--- src/sv/segmented_allocation_map_macros.svh ---
// ============================================================================
// Assertion macros for the segmented allocation map
// Concurrent checks sampled on clk, held off while rst_n is low.
// ============================================================================
`ifndef SEGMENTED_ALLOCATION_MAP_MACROS_SVH
`define SEGMENTED_ALLOCATION_MAP_MACROS_SVH
`ifndef NO_ASSERTIONS
// Same-cycle implication
`define SAM_ASSERT_IMPL(lbl, ante, cons, msg) \
    lbl: assert property (@(posedge clk) disable iff (!rst_n) (ante) |-> (cons)) \
        else $error(msg);
// Next-cycle implication
`define SAM_ASSERT_NEXT(lbl, ante, cons, msg) \
    lbl: assert property (@(posedge clk) disable iff (!rst_n) (ante) |=> (cons)) \
        else $error(msg);
`else
`define SAM_ASSERT_IMPL(lbl, ante, cons, msg)
`define SAM_ASSERT_NEXT(lbl, ante, cons, msg)
`endif
`endif

--- src/sv/sam_pkg.sv ---
`timescale 1ns / 1ps
// ============================================================================
// sam_pkg
// Shared constants, types and helper functions of the segmented allocation map.
// ============================================================================
package sam_pkg;

    localparam int NUM_SEGMENTS      = 100;
    localparam int SEGMENT_LOCATIONS = 1000;
    localparam int MARK_WORD_BITS    = 64;

    localparam int WORDS_PER_SEG = (SEGMENT_LOCATIONS + MARK_WORD_BITS - 1) / MARK_WORD_BITS;
    localparam int MARK_DEPTH    = NUM_SEGMENTS * WORDS_PER_SEG;
    localparam int ADDR_W        = $clog2(MARK_DEPTH);
    localparam int SEG_W         = (NUM_SEGMENTS > 1) ? $clog2(NUM_SEGMENTS) : 1;
    localparam int WORD_CNT_W    = $clog2(WORDS_PER_SEG);
    localparam int WORD_IDX_W    = $clog2(MARK_WORD_BITS);

    // Request field and decoded field widths
    localparam int REQ_W       = 27;
    localparam int SEG_FIELD_W = 8;   // request / 1000000 stays below 135
    localparam int BASE_W      = 10;
    localparam int LEN_W       = 10;
    localparam int END_W       = 11;  // base + length
    localparam int QUO_W       = 10;

    localparam int SEG_DIVISOR  = 1000000;
    localparam int BASE_DIVISOR = 1000;
    localparam int ALLOC_LIMIT  = 999;

    // Reciprocals for constant division; the estimate is exact or one low
    localparam int SEG_SHIFT    = 47;
    localparam longint unsigned SEG_RECIP = (64'd1 << SEG_SHIFT) / 64'd1000000;
    localparam int SEG_RECIP_W  = 28;
    localparam int BASE_SHIFT   = 30;
    localparam longint unsigned BASE_RECIP = (64'd1 << BASE_SHIFT) / 64'd1000;
    localparam int BASE_RECIP_W = 21;
    localparam int PROD_W       = REQ_W + SEG_RECIP_W;
    localparam int REM_W        = 21;  // remainder before correction, below 2000000
    localparam int NUM2_W       = 20;  // remainder after correction, below 1000000

    localparam logic OP_ALLOC  = 1'b0;
    localparam logic OP_ACCESS = 1'b1;

    typedef struct packed {
        logic                   valid;
        logic                   op;
        logic [SEG_FIELD_W-1:0] seg;
        logic [BASE_W-1:0]      base;
        logic [LEN_W-1:0]       len;
    } dec_item_t;

    typedef struct packed {
        logic done;
        logic status;
    } walk_rsp_t;

    function automatic logic [ADDR_W-1:0] mark_addr(
        input logic [SEG_W-1:0]      seg,
        input logic [WORD_CNT_W-1:0] word
    );
        return ADDR_W'(seg) * ADDR_W'(WORDS_PER_SEG) + ADDR_W'(word);
    endfunction

    // Bits of one mark word whose locations fall in [lo, hi)
    function automatic logic [MARK_WORD_BITS-1:0] range_mask(
        input logic [WORD_CNT_W-1:0] word,
        input logic [BASE_W-1:0]     lo,
        input logic [END_W-1:0]      hi
    );
        logic [MARK_WORD_BITS-1:0] m;
        logic [END_W-1:0]          loc;
        for (int i = 0; i < MARK_WORD_BITS; i++)
        begin
            loc  = (END_W'(word) << WORD_IDX_W) + END_W'(i);
            m[i] = (loc >= END_W'(lo)) && (loc < hi);
        end
        return m;
    endfunction

endpackage

--- src/sv/sam_decode.sv ---
`timescale 1ns / 1ps
// ============================================================================
// sam_decode
// Splits a decimal-packed request into segment, base and length by
// reciprocal multiplication with one correction step per digit group.
// ============================================================================
module sam_decode import sam_pkg::*;
(
    input  logic             clk,
    input  logic             rst_n,
    input  logic             start,
    input  logic             op,
    input  logic [REQ_W-1:0] request,
    output dec_item_t        item
);

    localparam logic [2:0] D_IDLE = 3'd0;
    localparam logic [2:0] D_MUL1 = 3'd1;
    localparam logic [2:0] D_SUB1 = 3'd2;
    localparam logic [2:0] D_ADJ1 = 3'd3;
    localparam logic [2:0] D_MUL2 = 3'd4;
    localparam logic [2:0] D_SUB2 = 3'd5;
    localparam logic [2:0] D_ADJ2 = 3'd6;

    logic [2:0]             state_reg;
    logic                   valid_reg;
    logic [REQ_W-1:0]       num_reg;
    logic [PROD_W-1:0]      prod_reg;
    logic [QUO_W-1:0]       quo_reg;
    logic [REM_W-1:0]       rem_reg;
    logic                   op_reg;
    logic [SEG_FIELD_W-1:0] seg_reg;
    logic [BASE_W-1:0]      base_reg;
    logic [LEN_W-1:0]       len_reg;
    logic [SEG_FIELD_W-1:0] q_seg;
    logic [QUO_W-1:0]       q_base;

    assign q_seg  = SEG_FIELD_W'(prod_reg >> SEG_SHIFT);
    assign q_base = QUO_W'(prod_reg >> BASE_SHIFT);

    always_ff @(posedge clk or negedge rst_n)
    begin
        if (!rst_n)
        begin
            state_reg <= D_IDLE;
            valid_reg <= 1'b0;
        end
        else
        begin
            valid_reg <= 1'b0;
            unique case (state_reg)
                D_IDLE: if (start) state_reg <= D_MUL1;
                D_MUL1: state_reg <= D_SUB1;
                D_SUB1: state_reg <= D_ADJ1;
                D_ADJ1: state_reg <= D_MUL2;
                D_MUL2: state_reg <= D_SUB2;
                D_SUB2: state_reg <= D_ADJ2;
                D_ADJ2:
                begin
                    valid_reg <= 1'b1;
                    state_reg <= D_IDLE;
                end
                default: state_reg <= D_IDLE;
            endcase
        end
    end

    always_ff @(posedge clk)
    begin
        case (state_reg)
            D_IDLE:
            begin
                if (start)
                begin
                    num_reg <= request;
                    op_reg  <= op;
                end
            end
            D_MUL1: prod_reg <= PROD_W'(num_reg) * PROD_W'(SEG_RECIP);
            D_SUB1:
            begin
                quo_reg <= QUO_W'(q_seg);
                rem_reg <= REM_W'(num_reg - REQ_W'(q_seg) * REQ_W'(SEG_DIVISOR));
            end
            D_ADJ1:
            begin
                // Estimate may be one low: fold the excess back
                if (rem_reg >= REM_W'(SEG_DIVISOR))
                begin
                    seg_reg <= SEG_FIELD_W'(quo_reg) + SEG_FIELD_W'(1);
                    num_reg <= REQ_W'(rem_reg - REM_W'(SEG_DIVISOR));
                end
                else
                begin
                    seg_reg <= SEG_FIELD_W'(quo_reg);
                    num_reg <= REQ_W'(rem_reg);
                end
            end
            D_MUL2: prod_reg <= PROD_W'(num_reg[NUM2_W-1:0]) * PROD_W'(BASE_RECIP);
            D_SUB2:
            begin
                quo_reg <= q_base;
                rem_reg <= REM_W'(num_reg[NUM2_W-1:0]
                           - NUM2_W'(q_base) * NUM2_W'(BASE_DIVISOR));
            end
            D_ADJ2:
            begin
                if (rem_reg >= REM_W'(BASE_DIVISOR))
                begin
                    base_reg <= BASE_W'(quo_reg) + BASE_W'(1);
                    len_reg  <= LEN_W'(rem_reg - REM_W'(BASE_DIVISOR));
                end
                else
                begin
                    base_reg <= BASE_W'(quo_reg);
                    len_reg  <= LEN_W'(rem_reg);
                end
            end
            default: ;
        endcase
    end

    assign item.valid = valid_reg;
    assign item.op    = op_reg;
    assign item.seg   = seg_reg;
    assign item.base  = base_reg;
    assign item.len   = len_reg;

endmodule

--- config.mk ---
export PLATFORM = sky130hd
export DESIGN_NAME = sam_decode
export DESIGN_NICKNAME = d
export VERILOG_FILES = /design/src/sv/segmented_allocation_map_macros.svh /design/src/sv/sam_pkg.sv /design/src/sv/sam_decode.sv
export SDC_FILE = /design/constraint.sdc
export NUM_CORES = 1
export LEC_CHECK = 0
export BUFFER_PORTS_ARGS = -buffer_cell sky130_fd_sc_hd__buf_2
export CELL_PAD_IN_SITES_DETAIL_PLACEMENT = 1
export CELL_PAD_IN_SITES_GLOBAL_PLACEMENT = 1
export CORE_MARGIN = 1.5
export CORE_UTILIZATION = 51
export CTS_CLUSTER_DIAMETER = 120
export DETAILED_ROUTE_END_ITERATION = 10
export MAX_ROUTING_LAYER = met4
export PLACE_DENSITY_LB_ADDON = 0.15
export SKIP_CTS_REPAIR_TIMING = 1
export SLEW_MARGIN = 0
export SYNTH_ARGS = -nofsm -noshare
export SYNTH_HDL_FRONTEND = slang
export SYNTH_SLANG_ARGS = --single-unit
--- constraint.sdc ---
create_clock -name clk -period 18.7 [get_ports clk]
set_clock_uncertainty 0.1 [all_clocks]
set_input_delay 1.87 -clock clk [delete_from_list [all_inputs] [get_ports clk]]
set_output_delay 1.87 -clock clk [all_outputs]
set_load 0.005 [all_outputs]
==> Word-level counts from Yosys, hierarchy flattened <==
Index checks and enable logic that the tools add are counted.
{ "word_totals": {"inputBits": 31, "word_cells": 47, "out_inout_bits": 30, "reg_bits": 146} }
{ "op_classes": {"mux": 12, "multipliers": 4, "n_lt_le_gt_ge": 2, "n_addsub": 6, "n_reduce_logical": 6, "eq_ne": 7} }
{ "ops": {"columns": ["operator", "n"], "rows": [
  ["case mux 55 bit (2 select lines)", 1],
  ["two-way mux 27 bit", 2],
  ["case mux 27 bit (2 select lines)", 1],
  ["multiplier 27 x 24 -> 51 bit (second input constant)", 1],
  ["case mux 21 bit (2 select lines)", 1],
  ["multiplier 20 x 21 -> 41 bit (second input constant)", 1],
  ["subtractor 21 x 20 -> 22 bit (second input constant)", 1],
  ["greater-or-equal comparator 21 x 10 -> 1 bit (second input constant)", 1],
  ["greater-or-equal comparator 21 x 20 -> 1 bit (second input constant)", 1],
  ["subtractor 20 x 20 -> 21 bit", 1],
  ["subtractor 21 bit", 1],
  ["two-way mux 10 bit", 2],
  ["case mux 10 bit (2 select lines)", 1],
  ["case mux 3 bit (6 select lines)", 1],
  ["multiplier 10 x 7 -> 17 bit (second input constant)", 1],
  ["multiplier 8 x 14 -> 15 bit (second input constant)", 1],
  ["adder 10 x 1 -> 10 bit (second input constant)", 1],
  ["subtractor 10 bit (second input constant)", 1],
  ["equality test 3 bit (second input constant)", 3],
  ["adder 8 x 1 -> 8 bit (second input constant)", 1],
  ["two-way mux 8 bit", 1],
  ["equality test 3 x 2 -> 1 bit (second input constant)", 2],
  ["nonzero test 2 bit", 3],
  ["AND reduction 2 bit", 2],
  ["5 further kinds", 5]
]} }

==> Longest topological paths before layout <==
{ "depth": {"depth_word": 3, "depth_mapped": 25, "ltp_nobuf": 24} }

==> Least setup slack after synthesis <==
OpenSTA, ideal clock, no wires.
{ "synth_path": {"kind": "reg-to-reg", "start": "reg num_reg[15]", "end": "reg prod_reg[52], data pin", "required_ps": 18345, "stages_incl_launch_ff": 22, "arrival_time_ps": 6459, "synth_period_minus_slack_ps": 6814, "path_buffers": 0, "path_slack_ps": 11886, "setup_ps": 255, "cell_sequence": "edfxtp_1 -> inv_1 -> fa_1 -> fa_1 -> fa_1 -> fa_1 -> inv_1 -> fa_1 -> fa_1 -> inv_1 -> fa_1 -> inv_1 -> ha_1 -> a211oi_1 -> o21bai_1 -> a211oi_2 -> a21oi_1 -> a2111oi_4 -> nor3_2 -> o211ai_2 -> a211oi_1 -> a31o_1"} }
{ "synth_between": {"elab_chain_cells": 2} }
{ "synth_rtl": {"columns": ["item", "line_no", "text"], "rows": [
  ["from (decl)", "sam_decode.sv:27", "logic [REQ_W-1:0] num_reg;"],
  ["from (signal assigned)", "sam_decode.sv:75", "num_reg <= request;"],
  ["from (signal assigned)", "sam_decode.sv:91", "num_reg <= REQ_W'(rem_reg - REM_W'(SEG_DIVISOR));"],
  ["from (signal assigned)", "sam_decode.sv:96", "num_reg <= REQ_W'(rem_reg);"],
  ["multiplier 27 x 24 -> 51 bit", "sam_decode.sv:79", "D_MUL1: prod_reg <= PROD_W'(num_reg) * PROD_W'(SEG_RECIP);"],
  ["case mux 55 bit (2 select lines)", "sam_decode.sv:70", "case (state_reg)"],
  ["to (signal assigned)", "sam_decode.sv:79", null],
  ["to (signal assigned)", "sam_decode.sv:99", "D_MUL2: prod_reg <= PROD_W'(num_reg[NUM2_W-1:0]) * PROD_W'(BASE_RECIP);"],
  ["to (decl)", "sam_decode.sv:28", "logic [PROD_W-1:0] prod_reg;"]
]} }
No other way between the ends.
A chain may end at the register's enable or synchronous reset.

==> Final worst setup path <==
{ "layout_path": {"start": "reg num_reg[17]", "end": "reg prod_reg[52], data pin"} }
Same word-level chain as after synthesis.

==> results.cfg <==
[timing]
timing.final.hold_violations = 0
layout_min_cycle_time_ns = 7.930
rsz0062_at_grt = false
setup_viol = 0
worst_slack_ns = 10.77
worstMarginPinSlew_ns = 0.9984
slew_headroom = 0.3344
fin_tns_setup_ns = 0
timing.fmax_mhz = 126.1
fin_crit_sh = 0.4241
timing.final.max_slew_violations = 0

[synth]
synth_area_per_cell_um2 = 10.12
synth_ff_type = edfxtp_1
synth.distinct_cells = 81
syn-instance-count = 2490
syn-num-nets = 3449
synth.most_common_cell = inv_1
ys_seq_area_frac = 0.1291
synth_commonest_cells = inv_1, ha_1, fa_1
yosysWarnings = 0
synth-edff-count = 105
synth-seq-cells = 109
yosys.area.top_type_share = 0.3003
postSynth.asyncResetShare = 0.03670
synth_top_area_cell = fa_1
synth_area_leaders = fa_1, ha_1, edfxtp_1
netlist_area_mm2 = 0.02520

[floorplanning]
coreArea_mm2 = 0.04885
die_w_um = 225.3
initial_core_util = 0.5158
rows = 81
pin_count = 61
die_h_um = 225.3
die_area_mm2 = 0.05075

[worst_hold_path]
hp-start = rem_reg[0]
hp-class = register to register

[clock_network]
cts_root_buffer = clkbuf_16
path_clk_slew_ns = 0.09
clock-sinks = 109
cts_buffers = 9
tritoncts = done
insertion_delay_ns = 0.38
clockBufferDepth = 2
cts-htree-levels = 3

[cells_and_area]
synthToLayoutAreaGrowth_pct = 6.013
fin_util = 0.5468
n_antenna_cell = 0
num-fill-cells = 5510
nNetsFinal = 3521
layout-drive-gt1-share = 0.05727
largest_register_ff_count = 27

[routing]
dr.first_iter.drc_count = 925
viasPerCell = 5.531
drtPass1Iterations = 5
routed_wl_um = 73470
vias = 17870
drc_errors = 0
wl_per_cell_um = 22.74
ant_nets = 0

[setup_path]
cp.required_ns = 18.74
endpoint_kind = register
cp-start-kind = register
startpoint = num_reg[17]
worstSetupPathType = register to register
r2r_start = num_reg[17]
r2r_slack_ns = 10.77
critical_path_arrival_ns = 7.97
worstPathMaxFanout = 13

[global_route]
grt_pass1_wl_um = 115600
grtUsageTotal = 0.3133
grt_pass1_vias = 20070
gr-total-overflow = 0
antenna_found_initial = 0
grt_max_degree = 48

[placed_design]
gp_congestion = 0.9642
dp_slack_ns = 10.73
port_buffers = 60
dpl.hpwl_um = 62870

[job]
maxCapViolCount = 0

[outcome]
status = finished, final reports clean
==> path summary, 6_finish.rpt <==
kind | to | cells past startpoint
max in group asynchronous | state_reg[1] | 1
hold / removal | len_reg[0] | 0
setup reg to reg | prod_reg[52] | 21
setup / recovery | prod_reg[52] | 21
min in group asynchronous | valid_reg | 1
hold reg to reg | len_reg[0] | 0
==> cell usage in the layout (no fill, tap or decap), types with 14 or more instances in the layout <==
master,count
inv_1,642
ha_1,550
fa_1,378
nand2_1,110
edfxtp_1,105
xnor2_1,73
a21oi_1,68
nor2_1,67
o21ai_0,63
buf_2,60
xor2_1,59
a21o_1,34
nor3_1,30
nand3_1,27
buf_4,26
nand2b_1,18
nor2b_1,16
and3_1,16
o21a_1,14
o21ai_1,14
or3_1,14
==> critical path, cell delays in order (launching register included) <==
cell and delay (ns):
edfxtp_1 0.78, inv_1 0.36, fa_1 0.56, fa_1 0.58, fa_1 0.44, fa_1 0.52
inv_1 0.05, fa_1 0.47, fa_1 0.54, inv_1 0.06, fa_1 0.54, inv_1 0.04
ha_1 0.32, o21ai_0 0.22, o21bai_1 0.11, a211oi_2 0.26, a21oi_1 0.16, a2111oi_4 0.78
nor3_2 0.20, o211ai_2 0.25, a211oi_1 0.10, a31o_1 0.21
==> per-stage QoR <==
stage	cell area (µm²)	std cells	hold WS [ns]
floorplan	25200	2490	0.3508
global placement	26410	3215	0.3773
detailed placement	26410	3215	0.3925
CTS	26710	3231	0.4013
global route	26710	3231	0.4110
finish	26710	3231	0.3966
==> final cells by class <==
cell class / count / area [µm²] / share of cell area
Inverter: 643 / 2414 / 0.09035
Timing Repair Buffer: 86 / 495.5 / 0.01855
Clock inverter: 7 / 73.82 / 0.002763
Multi-Input combinational cell: 1713 / 19420 / 0.7270
Clock buffer: 9 / 225.2 / 0.008431
Tap cell: 664 / 830.8 / 0.03110
Sequential cell: 109 / 3253 / 0.1218
==> metal layers <==
metal,track usage,routed length [µm],vias up
met2,0.5240,36520,325
li1,-,-,8177
met1,0.4111,32460,9271
met3,0.02347,2278,99
met4,0.08682,2208,0
met5,-,0,-
==> cell families (layout without fill, tap and decap cells) <==
kind of cell / after synthesis / after routing / share of synthesized area
buffers and inverters: 668 / 745 / 0.1002
AND/OR/NAND/NOR: 367 / 367 / 0.07448
AO/OA/AOI/OAI: 278 / 278 / 0.07369
multiplexers: 8 / 8 / 0.003277
flip-flops: 109 / 109 / 0.1291
adder cells (fa/ha/maj): 928 / 928 / 0.5734
XOR/XNOR: 132 / 132 / 0.04588
Power is not shown: default switching activity piles up to over one toggle a cycle in this logic, so the estimate is an artifact.
